**src/hdl/dcwf_pkg.sv**
```systemverilog
// ----------------------------------------------------------------------------
// dcwf_pkg
// Shared constants, types and helpers for the debug channel word framer.
// ----------------------------------------------------------------------------
package dcwf_pkg;

  // Transmit store depth; power of two, 16 .. 2048.
  localparam int BUFFER_DEPTH = 2048;
  localparam int PTR_W        = $clog2(BUFFER_DEPTH);
  localparam int NUM_BANKS    = 4;
  localparam int LANE_W       = $clog2(NUM_BANKS);
  localparam int ROW_W        = PTR_W - LANE_W;
  localparam int BANK_DEPTH   = BUFFER_DEPTH / NUM_BANKS;
  localparam int CNT_W        = 11;
  localparam int WORD_W       = 32;

  // Stream layout
  localparam int IN_DATA_W  = 48;
  localparam int OUT_DATA_W = 96;

  // func codes
  localparam logic FUNC_PUSH = 1'b0;
  localparam logic FUNC_POLL = 1'b1;

  // Item context carried from the pointer stage to the output stage.
  typedef struct packed {
    logic              accepted;
    logic              in_taken;
    logic [2:0]        rx_count;
    logic [WORD_W-1:0] rx_data;
    logic              tx_valid;
    logic              tx_is_len;
    logic [WORD_W-1:0] tx_len;
    logic [2:0]        tx_cnt;
    logic [LANE_W-1:0] rd_lane;
    logic [CNT_W-1:0]  pending_count;
    logic [CNT_W-1:0]  free_space;
  } dcwf_meta_t;

  // Mask covering the low n bytes of a word (n = 0..4).
  function automatic logic [WORD_W-1:0] byte_mask(input logic [2:0] n);
    logic [WORD_W-1:0] m;
    m = '0;
    for (int k = 0; k < 4; k++) begin
      if (3'(k) < n) m[8*k +: 8] = 8'hFF;
    end
    return m;
  endfunction

endpackage

```
**src/hdl/dcwf_out_stage.sv**
```systemverilog
// ----------------------------------------------------------------------------
// dcwf_out_stage
// Joins item context with store read data, packs the result word and
// buffers it in a two-entry skid toward the master port.
// ----------------------------------------------------------------------------
module dcwf_out_stage
  import dcwf_pkg::*;
(
  input  logic                  clk,
  input  logic                  rst,
  input  logic                  load,
  input  dcwf_meta_t            meta_in,
  input  logic [7:0]            bank_rdata [NUM_BANKS],
  output logic                  ready,
  output logic                  m_axis_tvalid,
  input  logic                  m_axis_tready,
  output logic [OUT_DATA_W-1:0] m_axis_tdata
);

  logic                  s1_valid;
  dcwf_meta_t            s1_meta;
  logic                  sp_valid;
  logic [OUT_DATA_W-1:0] sp_data;
  logic [OUT_DATA_W-1:0] result;
  logic [WORD_W-1:0]     packed_bytes, tx_word;
  logic                  s1_fire;

  assign ready   = !s1_valid || !sp_valid;
  assign s1_fire = s1_valid && !sp_valid;

  // Byte k of the window sits in lane (rd_lane + k) mod 4.
  always_comb begin
    for (int k = 0; k < NUM_BANKS; k++) begin
      logic [LANE_W-1:0] lane;
      lane                  = s1_meta.rd_lane + LANE_W'(k);
      packed_bytes[8*k +: 8] = bank_rdata[lane];
    end
  end

  assign tx_word = s1_meta.tx_is_len ? s1_meta.tx_len
                                     : (packed_bytes & byte_mask(s1_meta.tx_cnt));

  assign result = {4'b0, s1_meta.free_space, s1_meta.pending_count, tx_word,
                   s1_meta.tx_valid, s1_meta.rx_data, s1_meta.rx_count,
                   s1_meta.in_taken, s1_meta.accepted};

  always_ff @(posedge clk) begin
    if (ready) s1_meta <= meta_in;
    if (!sp_valid && (!m_axis_tvalid || m_axis_tready)) begin
      m_axis_tdata <= result;
    end else if (sp_valid && (!m_axis_tvalid || m_axis_tready)) begin
      m_axis_tdata <= sp_data;
    end
    if (s1_fire && m_axis_tvalid && !m_axis_tready) sp_data <= result;
  end

  always_ff @(posedge clk) begin
    if (rst) begin
      s1_valid      <= 1'b0;
      sp_valid      <= 1'b0;
      m_axis_tvalid <= 1'b0;
    end else begin
      if (ready) s1_valid <= load;
      if (!m_axis_tvalid || m_axis_tready) begin
        m_axis_tvalid <= sp_valid || s1_fire;
        sp_valid      <= 1'b0;
      end else if (s1_fire) begin
        sp_valid <= 1'b1;
      end
    end
  end

endmodule

```
**config.mk**
```make
export PLATFORM = sky130hd
export DESIGN_NAME = dcwf_out_stage
export DESIGN_NICKNAME = d
export VERILOG_FILES = /design/src/hdl/dcwf_pkg.sv /design/src/hdl/dcwf_out_stage.sv
export SDC_FILE = /design/constraint.sdc
export NUM_CORES = 1
export LEC_CHECK = 0
export BUFFER_PORTS_ARGS = -buffer_cell sky130_fd_sc_hd__buf_2
export CAP_MARGIN = 20
export CORE_UTILIZATION = 54
export DETAILED_ROUTE_END_ITERATION = 7
export PLACE_DENSITY_LB_ADDON = 0.15
export SLEW_MARGIN = 20
export SYNTH_ARGS = -nofsm -noshare
export SYNTH_HDL_FRONTEND = slang
export SYNTH_SLANG_ARGS = --single-unit
```
**constraint.sdc**
```tcl
create_clock -name clk -period 14.1 [get_ports clk]
set_input_delay 2.82 -clock clk [delete_from_list [all_inputs] [get_ports clk]]
set_output_delay 2.82 -clock clk [all_outputs]
set_load 0.05 [all_outputs]
```
Word-level counts from Yosys, hierarchy flattened:

Cells that the tools add are included.

* output and inout port bits: 98
* register bits after elaboration: 285
* input bits: 134

* bitwise operators: 5
* add/subtract/negate cells: 3
* $lt $le $gt $ge: 8
* reduce and logical (&&, ||, !) cells: 14
* multiplexer cells: 19

Operators with widths (number)
* two-way mux 92 bit: 2
* two-way mux 8 bit: 12
* binary-select mux 8 bit (select 2 bit): 4
* bitwise AND 32 bit: 1
* two-way mux 32 bit: 1
* >= comparator 3 bit (second input constant): 4
* NOT 2 -> 3 bit: 4
* < comparator 1 x 3 -> 1 bit (first input constant): 2
* < comparator 2 x 3 -> 1 bit (first input constant): 2
* logical AND 1 bit: 5
* adder 2 bit (second input constant): 2
* logical NOT 1 bit: 4
* logical OR 1 bit: 3
* adder 2 x 1 -> 2 bit (second input constant): 1
* nonzero test 2 bit: 1
* OR reduction 2 bit: 1

Depth between registers and ports, before layout:

* depth after elaboration: 8
* gate-level depth with buffers: 6

Least setup slack after synthesis:

No wires, ideal clock.

* kind: input to register
* start point: input port m_axis_tready
* end point: register sp_data[0], enable pin
* buffers on the path: 1
* path slack: 1692 ps
* stages on the path: 3
* arrival: 11734 ps
* setup time: 674 ps
* cells stage by stage: nand2b_1 -> clkbuf_1 -> nor3b_1

* longest elaborated chain between the ends: 2

Ends and longest elaborated chain
* from (decl): line dcwf_out_stage.sv:16 `input logic m_axis_tready,`
* logical NOT 1 bit: line dcwf_out_stage.sv:54 `if (s1_fire && m_axis_tvalid && !m_axis_tready) sp_data <= result;`
* logical AND 1 bit: line dcwf_out_stage.sv:54
* to (signal assigned): line dcwf_out_stage.sv:54
* to (decl): line dcwf_out_stage.sv:23 `logic [OUT_DATA_W-1:0] sp_data;`

Every way passes these cells.
A chain may end at the register's enable or synchronous reset.

Final worst setup path:

* start point: input port m_axis_tready
* end point: register sp_data[27], enable pin

Same word-level chain as after synthesis.

==> metrics.txt <==
status finished clean; post-detail-place hpwl between 10000 and 15000 um; count of yosys warnings during synthesis 0; ratio of cells with drive above 1 in the final layout 0.4881; startpoint types primary input; Routed met1 length roughly 8700 um; Async SR Flop Fraction 0; worst slack at placement ~8400 ps; top-count cell post-synth edfxtp_1; quantity of hold-fixing buffers added after cts 0; clock sink total between 200 and 300; # resized after CTS 0; least setup slack across all paths after layout 9010 ps; initial antenna violation count 3; final worst path period share 0.3610; register area around 8500 sq um; antenna diode count 0; RSZ-0062 raised after global routing no; I/O pin total 232; Worst Path Arrival 5270 ps; path class of the lowest-slack min-delay path flop to flop; largest net degree at the start of global routing 74; maximum number of buffers from clock root to sink 3; number of enable-type register cells in the synthesized netlist 282; Layout Area Growth over Synthesis 21.39%; Slew HR 0.3118; via count of the first global-routing pass 5782; unique cell type count in the Yosys netlist 28; net total in the final layout 908; core footprint 19720 sq um; dominant delay contributor by cell family on the critical path buffers and inverters; number of standard-cell rows in the floorplan 51; via/cell ratio between 5 and 6; Power Density between 150 and 200 nW/um^2; Fin. Hold Viols 0; standard cell with the maximum stage delay on the critical path buf_4; portion of synthesized cell area occupied by the leading cell type 0.7693; initial cell density of the core 0.5583; Post-Route Setup TNS 0 ps; uppermost metal layer occupied by signal nets met4; delay of the slowest critical-path stage 640 ps; global-route wire length before repair 31730 um; flip-flop and latch count after synthesis 285; Setup Skew 10.76 ps; Post-Route WL roughly 21000 um; Synth area leaders edfxtp_1 (77%), mux2_2 (7.1%), mux4_2 (5.5%); H-tree levels 1; cell chain of the critical path buf_2, nand2b_4, nor3b_2, buf_4, buf_4; Setup violations, final 0; flip-flop cell with the highest count after synthesis edfxtp_1; worst-path fanout max 61; count of buffers inserted at the top-level ports 227; count of mapped cells out of synthesis 537; height of the chip 144.8 um; wire per inst around 20 um; Mapped Avg Cell Area about 20 sq um; portion of the post-synthesis area used by sequential elements 0.7747; count of TritonRoute iterations in the first routing pass 4; worst-skew pair later-pin latency 550 ps; static leakage 0.005195 uW; Reg clk slew, reported paths approximately 60 ps; post-route ant nets 0; DRC 0; violation count after the first detailed-routing iteration a little over 400; area post-placement 12360 sq um; combined area of the multi-input logic cells 2296 sq um; total length of routed met2 wires 10300 um; top achievable clock speed 196.5 MHz; clock period minus worst slack roughly 5100 ps; kind of end point of the critical path flop; synthesized area between 10000 and 15000 sq um; Post-Layout Inst Area 13360 sq um; remaining global-route overflow 0; wire length on met3 1779 um; slew at the pin closest to its max-slew limit 1032 ps; Data required, critical path 14280 ps; most frequent cell on the critical path buf_4; final weighted congestion in routability-driven placement roughly 0.8; clock tree from TritonCTS done; Die ar. approximately 21000 sq um; Worst Path Class, Setup primary input to flop; total of max-cap violations 0; Max VDD drop about 100 uV; list of most frequent post-synthesis cells edfxtp_1 (282), mux2_2 (69), nand2_1 (33), mux4_2 (27), a21oi_1 (18); layout filler cell count approximately 1300; horizontal die dimension 144.8 um; Critical path buffers and inverters 3; Clk Tree Root Cell clkbuf_16; buffer count from post-CTS setup fixing 0; total number of vias 5837; CTS Buf Count 30; overall fraction of global-route tracks in use 0.2031; library cell with the largest summed area after synthesis edfxtp_1; number of pins exceeding their max-slew limit in the final report 0
-- cell type report --
cell class | instances | area share
clock buffers | 44 | 0.06461
well taps | 265 | 0.02481
multi-input cells | 221 | 0.1718
inverters | 1 | 0.0002809
clock inverters | 11 | 0.01077
flip-flops and latches | 285 | 0.6382
repair buffers | 235 | 0.08951
-- stage by stage --
step	hold WS (ps)	utilization	power (uW)	cells
2_1_floorplan	420.4	-	1182	540
3_5_place_dp	427.9	0.6266	1248	1007
4_1_cts	444.6	0.6777	2035	1062
3_3_place_gp	430.0	0.6266	1242	1007
6_report	449.8	0.6777	2015	1062
5_1_grt	452.3	0.6777	2079	1062
-- logic make-up after synthesis --
kind of cell / synth area share
multiplexers: 0.1473
flip-flops: 0.7747
other: 0.0003407
AO/OA/AOI/OAI: 0.03160
buffers and inverters: 0.01978
AND/OR/NAND/NOR: 0.02626
-- flip-flops by register name (all words and copies together), names as in the netlist --
| signal | cells |
|---|---|
| s1_valid | 1 |
| m_axis_tvalid | 1 |
| m_axis_tdata | 92 |
| s1_meta | 38 |
| sp_valid | 1 |
| sp_data | 92 |
| result | 60 |
-- cells in the final DEF (no fill, tap or decap) --
cell and instances:
inv_2 1, buf_4 8, nor3_1 1, nand2_4 1, clkinv_8 1, nor2_1 2, mux4_2 27, clkinvlp_4 2
clkbuf_8 6, edfxtp_1 282, a22o_1 16, clkinv_2 3, nand3b_1 16, nor3b_2 1, clkinv_1 2, nor2b_1 1
nand2b_4 1, clkbuf_16 30, o21ba_2 1, nand2_1 32, buf_2 227, mux2_2 69, conb_1 4, a31oi_1 16
clkbuf_1 8, a21oi_1 18, mux2_4 7, dfxtp_1 3, bufinv_16 3, mux4_1 5, or3_1 1, a21o_1 1
and2_4 1
-- final timing paths --
path	from	endpoint	slack [ps]	cells past startpoint
hold reg to reg	result[33]	sp_data[33]	450	0
setup reg to reg	m_axis_tvalid	sp_data[27]	11070	4
setup / recovery	m_axis_tready	sp_data[27]	9010	5
hold / removal	result[33]	sp_data[33]	450	0
-- metal layers --
metal  global-route usage  vias up
met3              0.05397       40
li1                     -     2654
met5                    0        -
met2               0.3289      237
met1               0.2695     2906
met4              0.06371        0
-- worst reg2reg max path, cell delays in order (launching register included) --
cell and delay [ps]:
dfxtp_1 370, nand2b_4 410, nor3b_2 640, buf_4 530, buf_4 650
-- power breakdown --
| part | switching (uW) | internal [uW] | leakage, uW |
|---|---|---|---|
| Combinational | 157 | 71.8 | 0.00184 |
| Clock | 309 | 477 | 0.000487 |
| Sequential | 16.2 | 984 | 0.00287 |
| Total | 482 | 1530 | 0.00520 |
(Power assumes the default switching activity.)
