$ cat src/hdl/dcwf_pkg.sv
// ----------------------------------------------------------------------------
// dcwf_pkg
// Shared constants, types and helpers for the debug channel word framer.
// ----------------------------------------------------------------------------
package dcwf_pkg;

  // Transmit store depth; power of two, 16 .. 2048.
  localparam int BUFFER_DEPTH = 2048;
  localparam int PTR_W        = $clog2(BUFFER_DEPTH);
  localparam int NUM_BANKS    = 4;
  localparam int LANE_W       = $clog2(NUM_BANKS);
  localparam int ROW_W        = PTR_W - LANE_W;
  localparam int BANK_DEPTH   = BUFFER_DEPTH / NUM_BANKS;
  localparam int CNT_W        = 11;
  localparam int WORD_W       = 32;

  // Stream layout
  localparam int IN_DATA_W  = 48;
  localparam int OUT_DATA_W = 96;

  // func codes
  localparam logic FUNC_PUSH = 1'b0;
  localparam logic FUNC_POLL = 1'b1;

  // Item context carried from the pointer stage to the output stage.
  typedef struct packed {
    logic              accepted;
    logic              in_taken;
    logic [2:0]        rx_count;
    logic [WORD_W-1:0] rx_data;
    logic              tx_valid;
    logic              tx_is_len;
    logic [WORD_W-1:0] tx_len;
    logic [2:0]        tx_cnt;
    logic [LANE_W-1:0] rd_lane;
    logic [CNT_W-1:0]  pending_count;
    logic [CNT_W-1:0]  free_space;
  } dcwf_meta_t;

  // Mask covering the low n bytes of a word (n = 0..4).
  function automatic logic [WORD_W-1:0] byte_mask(input logic [2:0] n);
    logic [WORD_W-1:0] m;
    m = '0;
    for (int k = 0; k < 4; k++) begin
      if (3'(k) < n) m[8*k +: 8] = 8'hFF;
    end
    return m;
  endfunction

endpackage

$ cat src/hdl/dcwf_ctrl.sv
// ----------------------------------------------------------------------------
// dcwf_ctrl
// Pointer and frame counter stage: store addressing, receive and transmit
// framing decisions for each accepted item.
// ----------------------------------------------------------------------------
module dcwf_ctrl
  import dcwf_pkg::*;
(
  input  logic                   clk,
  input  logic                   rst,
  input  logic                   accept,
  input  logic                   func,
  input  logic [7:0]             tx_byte,
  input  logic                   out_full,
  input  logic                   in_valid,
  input  logic [WORD_W-1:0]      in_word,
  input  logic                   receiver_open,
  output logic [NUM_BANKS-1:0]   bank_we,
  output logic [ROW_W-1:0]       bank_waddr,
  output logic [7:0]             bank_wdata,
  output logic                   bank_re,
  output logic [ROW_W-1:0]       bank_raddr [NUM_BANKS],
  output dcwf_meta_t             meta
);

  logic [PTR_W-1:0]  write_pointer, write_pointer_next;
  logic [PTR_W-1:0]  read_pointer, read_pointer_next;
  logic [WORD_W-1:0] inbound_remaining, inbound_remaining_next;
  logic [PTR_W-1:0]  outbound_remaining, outbound_remaining_next;

  logic [PTR_W-1:0] pending, pending_after, free_after;
  logic             full, do_push;
  logic [2:0]       rxn, ate;

  assign pending = write_pointer - read_pointer;
  assign full    = (pending == PTR_W'(BUFFER_DEPTH - 1));
  assign do_push = accept && (func == FUNC_PUSH) && !full;

  assign bank_waddr = write_pointer[PTR_W-1:LANE_W];
  assign bank_wdata = tx_byte;
  assign bank_re    = accept && (func == FUNC_POLL);

  // Lane b holds byte (b - rp) mod 4 of the window starting at read_pointer.
  always_comb begin
    for (int b = 0; b < NUM_BANKS; b++) begin
      logic [LANE_W-1:0] off;
      logic [PTR_W-1:0]  addr;
      off           = LANE_W'(b) - read_pointer[LANE_W-1:0];
      addr          = read_pointer + PTR_W'(off);
      bank_raddr[b] = addr[PTR_W-1:LANE_W];
      bank_we[b]    = do_push && (write_pointer[LANE_W-1:0] == LANE_W'(b));
    end
  end

  assign rxn = (inbound_remaining < WORD_W'(4)) ? inbound_remaining[2:0] : 3'd4;
  assign ate = (outbound_remaining < PTR_W'(4)) ? outbound_remaining[2:0] : 3'd4;

  always_comb begin
    write_pointer_next      = write_pointer;
    read_pointer_next       = read_pointer;
    inbound_remaining_next  = inbound_remaining;
    outbound_remaining_next = outbound_remaining;
    meta                    = '0;
    meta.rd_lane            = read_pointer[LANE_W-1:0];

    if (accept) begin
      if (func == FUNC_PUSH) begin
        if (!full) begin
          write_pointer_next = write_pointer + PTR_W'(1);
          meta.accepted      = 1'b1;
        end
      end else begin
        if (in_valid && receiver_open) begin
          meta.in_taken = 1'b1;
          if (inbound_remaining == '0) begin
            inbound_remaining_next = in_word;
          end else begin
            meta.rx_count          = rxn;
            meta.rx_data           = in_word & byte_mask(rxn);
            inbound_remaining_next = inbound_remaining - WORD_W'(rxn);
          end
        end
        if (!out_full && (pending != '0)) begin
          meta.tx_valid = 1'b1;
          if (outbound_remaining == '0) begin
            outbound_remaining_next = pending;
            meta.tx_is_len          = 1'b1;
            meta.tx_len             = WORD_W'(pending);
          end else begin
            meta.tx_cnt             = ate;
            read_pointer_next       = read_pointer + PTR_W'(ate);
            outbound_remaining_next = outbound_remaining - PTR_W'(ate);
          end
        end
      end
    end

    pending_after      = write_pointer_next - read_pointer_next;
    free_after         = PTR_W'(BUFFER_DEPTH - 1) - pending_after;
    meta.pending_count = CNT_W'(pending_after);
    meta.free_space    = CNT_W'(free_after);
  end

  always_ff @(posedge clk) begin
    if (rst) begin
      write_pointer      <= '0;
      read_pointer       <= '0;
      inbound_remaining  <= '0;
      outbound_remaining <= '0;
    end else begin
      write_pointer      <= write_pointer_next;
      read_pointer       <= read_pointer_next;
      inbound_remaining  <= inbound_remaining_next;
      outbound_remaining <= outbound_remaining_next;
    end
  end

endmodule

$ cat config.mk
export PLATFORM = sky130hd
export DESIGN_NAME = dcwf_ctrl
export DESIGN_NICKNAME = d
export VERILOG_FILES = /design/src/hdl/dcwf_pkg.sv /design/src/hdl/dcwf_ctrl.sv
export SDC_FILE = /design/constraint.sdc
export NUM_CORES = 1
export LEC_CHECK = 0
export ABC_CLOCK_PERIOD_IN_PS = 7300
export BUFFER_PORTS_ARGS = -buffer_cell sky130_fd_sc_hd__buf_2
export CAP_MARGIN = 20
export CORE_ASPECT_RATIO = 0.5
export CORE_MARGIN = 4
export CORE_UTILIZATION = 52
export CTS_CLUSTER_DIAMETER = 150
export DETAILED_ROUTE_END_ITERATION = 8
export PLACE_DENSITY = 0.82
export SYNTH_ARGS = -nofsm -noshare
export SYNTH_HDL_FRONTEND = slang
export SYNTH_SLANG_ARGS = --single-unit
$ cat constraint.sdc
create_clock -name clk -period 7.3 [get_ports clk]
set_clock_uncertainty 0.1 [all_clocks]
set_input_delay 1.825 -clock clk [delete_from_list [all_inputs] [get_ports clk]]
set_output_delay 1.825 -clock clk [all_outputs]
set_load 0.01 [all_outputs]
# Word-level counts from Yosys, hierarchy flattened
# Index checks and enable logic that the tools add are counted.
[op_classes]
bitwise = 2
reduce_logical = 17
n_addsub = 15
muxes = 40
magnitude_cmp = 6
n_eq_ne = 4
[ops]
columns = ["op", "count"]
rows = [
  ["two-way mux 8 bit", 20],
  ["two-way mux 11 bit", 8],
  ["two-way mux 74 bit", 1],
  ["two-way mux 73 bit", 1],
  ["adder 11 x 2 -> 11 bit", 4],
  ["two-way mux 37 bit", 1],
  ["two-way mux 36 bit", 1],
  ["two-way mux 35 bit", 1],
  ["two-way mux 33 bit", 1],
  ["bitwise AND 32 bit", 1],
  ["zero test 32 bit", 1],
  ["less-than comparator 32 x 3 -> 1 bit, second input constant", 1],
  ["two-way mux 32 bit", 1],
  ["subtractor 32 x 3 -> 32 bit", 1],
  ["subtractor 11 bit", 2],
  ["adder 11 x 1 -> 11 bit, second input constant", 1],
  ["adder 11 x 3 -> 11 bit", 1],
  ["== test 11 bit, second input constant", 1],
  ["zero test 11 bit", 1],
  ["less-than comparator 11 x 3 -> 1 bit, second input constant", 1],
  ["nonzero test 11 bit", 1],
  ["subtractor 11 bit, first input constant", 1],
  ["subtractor 11 x 3 -> 11 bit", 1],
  ["logical AND 1 bit", 9],
  ["other kinds (12)", 22],
]
[totals]
in_bits = 47
word_cells = 88
output_inout_bits = 156
register_bits = 65

# Longest topological paths before layout
# Gate-level depths: netlist of the first run.
[depth]
ltp_word = 13
mapped_depth = 23
mapped_depth_nobuf = 21

# Least setup slack after synthesis of the first run
# OpenSTA, ideal clock, no wires.
[synth_timing]
path_kind = "reg2out"
startpoint = "reg read_pointer[3]"
endpoint = "out meta[9] (netlist bit)"
n_path_buf = 3
arrival_ns = 4.992
path_stages_with_launch = 23
path_slack_ns = 0.383
cell_sequence = "dfxtp_1 -> clkbuf_1 -> inv_1 -> ha_1 -> a21o_1 -> a21oi_2 -> nand2_1 -> o311a_1 -> and4b_1 -> a41o_1 -> buf_4 -> clkbuf_1 -> nor2_1 -> nor2_1 -> a21oi_1 -> ha_1 -> nor2b_1 -> a311oi_2 -> o311ai_1 -> a221o_1 -> o2111a_2 -> o31ai_4 -> xor2_1"
[synth_lines]
columns = ["item", "line_no", "rtl"]
rows = [
  ["start, declared", "dcwf_ctrl.sv:27", "logic [PTR_W-1:0] read_pointer, read_pointer_next;"],
  ["start signal, assigned", "dcwf_ctrl.sv:112", "read_pointer <= read_pointer_next;"],
  ["end, declared", "dcwf_ctrl.sv:23", "output dcwf_meta_t meta"],
]

==> results.yml, run 1 <==
outcome:
  status: "finished, final reports clean"
die:
  fp.coreArea_um2: 11080
  start_util_pct: 53.79
  die_h_um: 83.71
  row_count: 27
  die_w_um: 159.4
  ios: 203
  dieArea_um2: 13340
sta:
  slew_violations: 0
  post-route-period-util_pct: 98.84
  fmax_mhz: 138.6
  min_period_ns: 7.216
  slew_headroom_pct: 39.80
  setup_tns_ns: 0
  setup-violations-final: 0
  worst_pin_slew_ns: 0.8947
  hold_viol: 0
final_layout:
  area_growth_pct: 22.42
  drive_gt1_share_pct: 26.87
  layoutNonFillerInstCount: 1120
  diodes: 0
  final_nets: 1049
worst_setup_path:
  cp.arrival_ns: 5.29
  crit_type: "reg2out"
  path_max_fanout: 6
  r2r-start: "inbound_remaining[15]$_SDFFE_PP0P_"
  worst_setup_path_end_kind: "output pin"
  critPathLaunchType: "flip-flop"
  reg2reg_slack_ns: 3.24
  r2r_cells: 12
  rr_endpoint: "inbound_remaining[28]$_SDFFE_PP0P_"
  cp_data_required_time_ns: 5.38
pwr:
  p_total_mw: 1.435
  vdd_ir_drop_max_uv: 145.1
  power_density_nw_per_um2: 196.7
  p_leak_nw: 3.425
clocking:
  cts-root-buf: "clkbuf_16"
  insertion_delay_ns: 0.34
  cts_sinks: 65
  hold_buffers: 0
  htreeDepth: 3
  cts_tree: "built"
  clock_path_buffers: 2
  cts_made_buffers: 9
  clkSlewWorstSetupHoldPaths_ns: 0.06
hold_path:
  hold_end: "inbound_remaining[7]$_SDFFE_PP0P_"
  min_path_type: "reg2reg"
  whs_path_depth: 2
  holdCritStartpoint: "inbound_remaining[7]$_SDFFE_PP0P_"
placed_design:
  dp_hpwl_um: 13320
  gp_congestion: 0.9374
  dp_cells: 1091
  portBuffers: 165
route:
  viasPerCell: 5.723
  drcViolationCount: 0
  first_pass_iters: 5
  drtIter0Drc: 491
  wl_per_cell_um: 16.54
  drt-total-wl_um: 18520
  vias: 6410
  postRouteAntennaNets: 0
global_route:
  grt_remaining_overflow: 0
  grt_pass1_vias: 6061
  grt_pass1_wl_um: 29320
  grt_start_max_net_pins: 66
  antenna_found_initial: 0
  grt.total_usage_pct: 26.08
synth:
  ys_warn_count: 0
  async_flop_share_pct: 0
  synth_edf_count: 0
  synthFlopType: "dfxtp_1"
  synthDistinctLibCells: 73
  ys_seq_elements: 65
  synthCells: 816
  yosysSeqAreaShare_pct: 21.83
  synth.avg_cell_area_um2: 7.305
  syn-cell-area_um2: 5961
job:
  cap_violations: 0
-- stage by stage --
step	hold WS (ns)	setup WS (ns)	instance area, um^2	util [%]
after global routing	0.4029	-0.1333	7297	65.85
after global placement	0.3582	0.3829	6760	61.01
after CTS	0.3780	0.01998	7096	64.04
after floorplan	0.3479	0.3834	6040	-
after detailed placement	0.3728	0.2042	6760	61.01
final	0.3781	0.08437	7297	65.85
-- registers in the layout (all words and copies together) (netlist names) --
register,flops
inbound_remaining,32
outbound_remaining,11
read_pointer,11
write_pointer,11
-- critical path, stage by stage (launching register included) --
cell and delay (ns):
dfxtp_4 0.39, inv_1 0.09, ha_2 0.20, fa_2 0.36, nand2b_4 0.16, a21oi_4 0.20
xnor2_2 0.09, or4_4 0.44, nor4_4 0.34, a311oi_4 0.20, buf_4 0.18, a21oi_2 0.14
inv_1 0.06, ha_1 0.26, nor2b_1 0.13, a311oi_2 0.36, o311ai_2 0.14, a221o_1 0.39
o2111a_2 0.18, o31ai_4 0.30, xor2_1 0.18, buf_2 0.15
-- cell usage in the layout (no fill, tap or decap), types with 7 or more instances in the layout --
master     instances
a211oi_1           7
a21oi_1           57
and2_1            27
and3_1            30
buf_2            165
buf_4             28
clkbuf_16          9
conb_1            23
dfxtp_1           63
ha_1              26
inv_1             37
nand2_1           66
nand3_1           22
nor2_1           107
nor2b_1           12
nor3_1            25
nor4_1            10
o21ai_0           42
o22ai_1            8
xnor2_1           51
xor2_1            17
-- cells in the mapped netlist (all sizes together) (12+ instances only) --
library cell,count,area (um^2)
inv,39,146.4
xor2,19,192.7
clkbuf,34,127.6
nand3,22,110.1
nor2,110,417.9
nor2b,12,75.07
a21oi,63,330.3
nand2,66,247.7
xnor2,54,473.0
ha,29,362.9
buf,39,292.8
nor3,29,165.2
o21ai,46,230.2
nor4,13,126.4
and2,28,176.4
and3,31,193.9
dfxtp,65,1301
-- per-layer routing --
layer,GRT usage [%],part of all wire [%],vias up
met4,11.42,3.4,0
li1,-,-,3105
met3,6.117,7.5,63
met1,31.68,42,2946
met5,0,0,-
met2,44.41,47,296
-- worst max-delay path by stage --
stage,cells after the start,startpoint,slack (ns),endpoint
final,21,write_pointer[0]$_SDFF_PP0_,0.08,meta[9]
after global routing,21,write_pointer[0]$_SDFF_PP0_,-0.13,meta[9]
after CTS,21,read_pointer[1]$_SDFF_PP0_,0.02,meta[19]
after detailed placement,21,write_pointer[0]$_SDFF_PP0_,0.20,meta[9]
after global placement,20,write_pointer[0]$_SDFF_PP0_,0.38,meta[9]
after floorplan,22,read_pointer[3]$_SDFF_PP0_,0.38,meta[9]
-- report_power, final --
part | internal [mW] | total, mW | switching, mW
logic | 0.232 | 0.631 | 0.399
clock network | 0.248 | 0.418 | 0.170
registers | 0.369 | 0.386 | 0.0169
-- cell type report --
class	instances	area, um^2
fillers	939	3784
clock buffers	12	256.5
well taps	145	181.4
repair buffers	195	1067
inverters	42	158.9
multi-input cells	657	4299
flip-flops and latches	65	1306
clock inverters	4	27.53
-- cells by family after synthesis --
| logic type | synth area share, % |
|---|---|
| buffers and inverters | 9.719 |
| XOR/XNOR | 11.17 |
| other | 0.1260 |
| AND/OR/NAND/NOR | 28.76 |
| AO/OA/AOI/OAI | 21.31 |
| adder cells (fa/ha/maj) | 7.095 |
| flip-flops | 21.83 |
-- repair_timing --
item / in CTS / in global routing
buffers inserted: 3 / 9
resized for setup: 6 / 24
endpoints found under the setup margin: 9 / 10
pin swaps: 3 / 11
hold endpoints to repair: 0 / 0
Note: power is estimated with default switching activity, not from simulation.
==> run 2, diff against run 1 <==
--- a/config.mk
+++ b/config.mk
@@ -6,14 +6,14 @@
 export NUM_CORES = 1
 export LEC_CHECK = 0
 export ABC_CLOCK_PERIOD_IN_PS = 7300
-export BUFFER_PORTS_ARGS = -buffer_cell sky130_fd_sc_hd__buf_2
 export CAP_MARGIN = 20
 export CORE_ASPECT_RATIO = 0.5
 export CORE_MARGIN = 4
-export CORE_UTILIZATION = 52
+export CORE_UTILIZATION = 65
 export CTS_CLUSTER_DIAMETER = 150
 export DETAILED_ROUTE_END_ITERATION = 8
-export PLACE_DENSITY = 0.82
+export DONT_BUFFER_PORTS = 1
+export PLACE_DENSITY = 0.81
 export SYNTH_ARGS = -nofsm -noshare
 export SYNTH_HDL_FRONTEND = slang
 export SYNTH_SLANG_ARGS = --single-unit
==> results.yml, run 2 (same netlist as run 1, synthesis figures left out) <==
final_layout:
  post-route-util_pct: 73.50
  diodes: 0
  final_nets: 885
  layout_commonest_cell: "nor2_1"
  final_cell_mix: "107 x nor2_1, 65 x nand2_1, 64 x dfxtp_1"
  largest_register_ff_count: 32
  drive_gt1_share_pct: 11.84
  area_growth_pct: 8.858
  regMostFlops: "inbound_remaining"
  design_area_um2: 6489
  fillCellCount: 656
sta:
  worst_pin_slew_ns: 0.8714
  setup-violations-final: 0
  min_period_ns: 7.155
  fmax_mhz: 139.8
  hold_viol: 0
  post-route-period-util_pct: 98.02
  holdWs_ns: 0.3662
  slew_headroom_pct: 41.37
  slew_violations: 0
  layout_setup_ws_ns: 0.1448
route:
  drt-total-wl_um: 17390
  postRouteAntennaNets: 0
  vias: 5908
  wl_per_cell_um: 18.74
  drtIter0Drc: 438
  drcViolationCount: 0
  first_pass_iters: 5
  viasPerCell: 6.366
die:
  row_count: 24
  die_h_um: 75.72
  start_util_pct: 67.52
  dieArea_um2: 10860
  ios: 203
  fp.coreArea_um2: 8828
  die_w_um: 143.4
pwr:
  power_density_nw_per_um2: 227.6
  p_total_mw: 1.477
  p_leak_nw: 2.653
  vdd_ir_drop_max_uv: 344.3
placed_design:
  place_area_um2: 5944
  portBuffers: 0
  dp_worst_setup_slack_ns: 0.2815
  dp_hpwl_um: 12360
  gp_congestion: 0.8993
hold_path:
  min_path_type: "reg2reg"
worst_setup_path:
  path_max_fanout: 6
  worst_setup_path_end_kind: "output pin"
  crit_type: "reg2out"
  cp_data_required_time_ns: 5.38
  cp.arrival_ns: 5.23
  critPathLaunchType: "flip-flop"
  reg2reg_slack_ns: 3.24
clocking:
  htreeDepth: 3
  clock_path_buffers: 2
  cts_sinks: 65
  insertion_delay_ns: 0.34
  hold_buffers: 0
  cts_tree: "built"
  cts-root-buf: "clkbuf_16"
  clkSlewWorstSetupHoldPaths_ns: 0.06
  cts_made_buffers: 9
job:
  cap_violations: 0
global_route:
  grt_pass1_vias: 5269
  grt_pass1_wl_um: 26300
  antenna_found_initial: 0
  grt_start_max_net_pins: 66
  grt.total_usage_pct: 30.37
  grt_remaining_overflow: 0
outcome:
  status: "finished, final reports clean"
==> run 2: repair_timing <==
item,CTS,global route
resized for setup,4,22
gates cloned,0,0
pin swaps,2,10
setup endpoints to repair,6,10
buffers inserted,4,4
==> run 2: stage by stage <==
step                      cells  TNS [ns]
after floorplan             837         0
after global placement      904         0
after detailed placement    904         0
after CTS                   924         0
after global routing        928   -0.1386
final                       928         0
==> run 2: layer usage <==
metal	up-vias	wire, um	global-route usage (%)
met5	-	0	0
met4	0	543	14.30
met3	52	1789	8.527
met2	310	8202	51.11
met1	2778	6851	36.90
li1	2768	-	-
==> run 2: area by class of cell <==
cell class	instances	area [um^2]	share of cell area [%]
Inverter	42	158.9	2.449
Clock buffer	10	239.0	3.683
Sequential cell	65	1305	20.11
Clock inverter	6	113.9	1.755
Tap cell	117	146.4	2.256
Timing Repair Buffer	31	232.7	3.587
Multi-Input combinational cell	657	4293	66.16
==> run 2: path summary, 6_finish.rpt <==
check,startpoint,endpoint,cells after the start
max,write_pointer[0]$_SDFF_PP0_,meta[9],20
min,inbound_remaining[5]$_SDFFE_PP0P_,inbound_remaining[5]$_SDFFE_PP0P_,2
max reg2reg,inbound_remaining[15]$_SDFFE_PP0P_,inbound_remaining[30]$_SDFFE_PP0P_,12
min reg2reg,inbound_remaining[5]$_SDFFE_PP0P_,inbound_remaining[5]$_SDFFE_PP0P_,2
==> run 2: worst max-delay path: stages, from the launching register on <==
cell and delay, ns:
dfxtp_4 0.39, inv_1 0.09, ha_2 0.21, fa_2 0.36, nand2b_4 0.16, a21oi_4 0.20
xnor2_2 0.11, or4_4 0.44, nor4_4 0.31, a311oi_4 0.19, buf_4 0.20, a21oi_4 0.18
inv_1 0.06, ha_1 0.27, nor2b_1 0.15, a311oi_2 0.33, o311ai_2 0.13, a221o_1 0.38
o2111a_2 0.18, o31ai_4 0.34, xor2_2 0.22
==> run 2: power by group <==
part	switching, mW	leakage (nW)	internal (mW)	total [mW]
logic	0.378	1.96	0.197	0.575
clock network	0.171	0.165	0.344	0.515
registers	0.0166	0.526	0.369	0.386
total	0.566	2.65	0.911	1.48
==> run 3, diff against run 2 <==
--- a/config.mk
+++ b/config.mk
@@ -7,7 +7,7 @@
 export LEC_CHECK = 0
 export ABC_CLOCK_PERIOD_IN_PS = 7300
 export CAP_MARGIN = 20
-export CORE_ASPECT_RATIO = 0.5
+export CORE_ASPECT_RATIO = 1.75
 export CORE_MARGIN = 4
 export CORE_UTILIZATION = 65
 export CTS_CLUSTER_DIAMETER = 150
==> results.yml, run 3 (same netlist as run 1, synthesis figures left out) <==
sta:
  post-route-period-util_pct: 98.56
  min_period_ns: 7.195
  hold_viol: 0
  fmax_mhz: 139.0
  layout_setup_ws_ns: 0.1049
  setup-violations-final: 0
  slew_violations: 0
  holdWs_ns: 0.3699
  rsz0062_at_grt: "true"
  slew_headroom_pct: 28.17
  worst_pin_slew_ns: 1.077
die:
  start_util_pct: 65.97
  dieArea_um2: 10830
  die_w_um: 80.39
  row_count: 46
  die_h_um: 134.7
  fp.coreArea_um2: 9036
  ios: 203
clocking:
  insertion_delay_ns: 0.34
  cts_made_buffers: 9
  clkSlewWorstSetupHoldPaths_ns: 0.05
  clock_path_buffers: 2
  cts-root-buf: "clkbuf_16"
  cts_sinks: 65
  htreeDepth: 3
  cts_tree: "built"
final_layout:
  drive_gt1_share_pct: 12.24
  final_nets: 883
  diodes: 0
  largest_register_ff_count: 32
  post-route-util_pct: 71.77
  regMostFlops: "inbound_remaining"
  layout_commonest_cell: "nor2_1"
  area_growth_pct: 8.795
  final_cell_mix: "108 x nor2_1, 65 x nand2_1, 63 x dfxtp_1"
  regArea_um2: 1306
  multi_input_area_um2: 4299
  fillCellCount: 730
global_route:
  grt_pass1_wl_um: 28550
  grt_remaining_overflow: 0
  grt.total_usage_pct: 33.72
  grt_pass1_vias: 5914
  grt_start_max_net_pins: 66
  antenna_found_initial: 0
route:
  drtIter0Drc: 368
  first_pass_iters: 5
  vias: 5991
  drt-total-wl_um: 18830
  drcViolationCount: 0
  viasPerCell: 6.449
  postRouteAntennaNets: 0
  wl_per_cell_um: 20.26
placed_design:
  portBuffers: 0
  dp_worst_setup_slack_ns: 0.2251
  gp_congestion: 0.9937
  dp_hpwl_um: 14020
worst_setup_path:
  cp-startpoint: "write_pointer[3]$_SDFF_PP0_"
  critPathLaunchType: "flip-flop"
  path_max_fanout: 5
  cp.arrival_ns: 5.27
  cp_data_required_time_ns: 5.38
  r2r-start: "inbound_remaining[15]$_SDFFE_PP0P_"
  r2r_cells: 12
  crit_type: "reg2out"
  worst_setup_path_end_kind: "output pin"
pwr:
  p_leak_nw: 2.656
  p_int_mw: 0.8846
  swShare_pct: 39.12
  vdd_ir_drop_max_uv: 198.3
  power.switching_mw: 0.5685
  p_seq_share_pct: 26.6
  p_clk_share_pct: 33.9
  combPwrFrac_pct: 39.5
  power_density_nw_per_um2: 224.1
hold_path:
  holdCritStartpoint: "inbound_remaining[5]$_SDFFE_PP0P_"
  whs_path_depth: 2
  min_path_type: "reg2reg"
job:
  cap_violations: 0
outcome:
  status: "finished, final reports clean"
[run 3: final cells by class]
cell class / count / area share, %
Multi-Input combinational cell: 657 / 66.29
Sequential cell: 65 / 20.14
Clock buffer: 12 / 4.110
Timing Repair Buffer: 29 / 3.550
Inverter: 42 / 2.450
Tap cell: 120 / 2.315
Clock inverter: 4 / 1.138
[run 3: repair_timing]
action                                  CTS  global route
hold buffers                              0             0
buffers inserted                          1             5
endpoints found under the setup margin    6            10
gates resized for setup                   6            23
pin swaps                                 2            14
[run 3: final timing paths]
check / to / slack [ns]
hold reg to reg: inbound_remaining[5]$_SDFFE_PP0P_ / 0.37
setup / recovery: meta[9] / 0.10
hold / removal: inbound_remaining[5]$_SDFFE_PP0P_ / 0.37
setup reg to reg: inbound_remaining[30]$_SDFFE_PP0P_ / 3.13
[run 3: per-stage QoR]
step	setup TNS [ns]	instances	cell area, um^2	total power, mW
3_3_place_gp	0	907	5948	0.9287
4_1_cts	0	924	6334	1.441
3_5_place_dp	0	907	5948	0.9489
6_report	0	929	6485	1.453
2_1_floorplan	0	837	6040	0.8471
5_1_grt	-0.2128	929	6485	1.533
[run 3: metal layers]
| layer | global-route usage (%) | wire length (um) | up-vias | share of wire (%) |
|---|---|---|---|---|
| met2 | 61.99 | 10060 | 317 | 53 |
| met1 | 31.63 | 6099 | 2825 | 32 |
| met4 | 24.72 | 1415 | 0 | 7.5 |
| met5 | 0 | 0 | - | 0 |
| met3 | 7.009 | 1252 | 82 | 6.7 |
| li1 | - | - | 2767 | - |
[run 3: critical path: stages (launching register included)]
cell      delay (ns)
dfxtp_1         0.56
ha_1            0.36
a21o_1          0.21
a21oi_2         0.20
nand2_1         0.13
o311a_1         0.44
and4b_1         0.25
a41o_1          0.26
nor2_1          0.16
nor2_1          0.06
a21oi_1         0.27
ha_1            0.29
nor2b_1         0.14
a311oi_2        0.32
o311ai_1        0.17
a221o_1         0.35
o2111a_2        0.18
o31ai_4         0.36
xor2_2          0.23
[run 3: power groups by stage]
stage	Clock (mW)	Combinational, mW	Sequential (mW)
CTS	0.494	0.562	0.386
floorplan	0	0.458	0.389
finish	0.492	0.574	0.387
global placement	0	0.537	0.392
global route	0.508	0.636	0.389
detailed placement	0	0.556	0.393
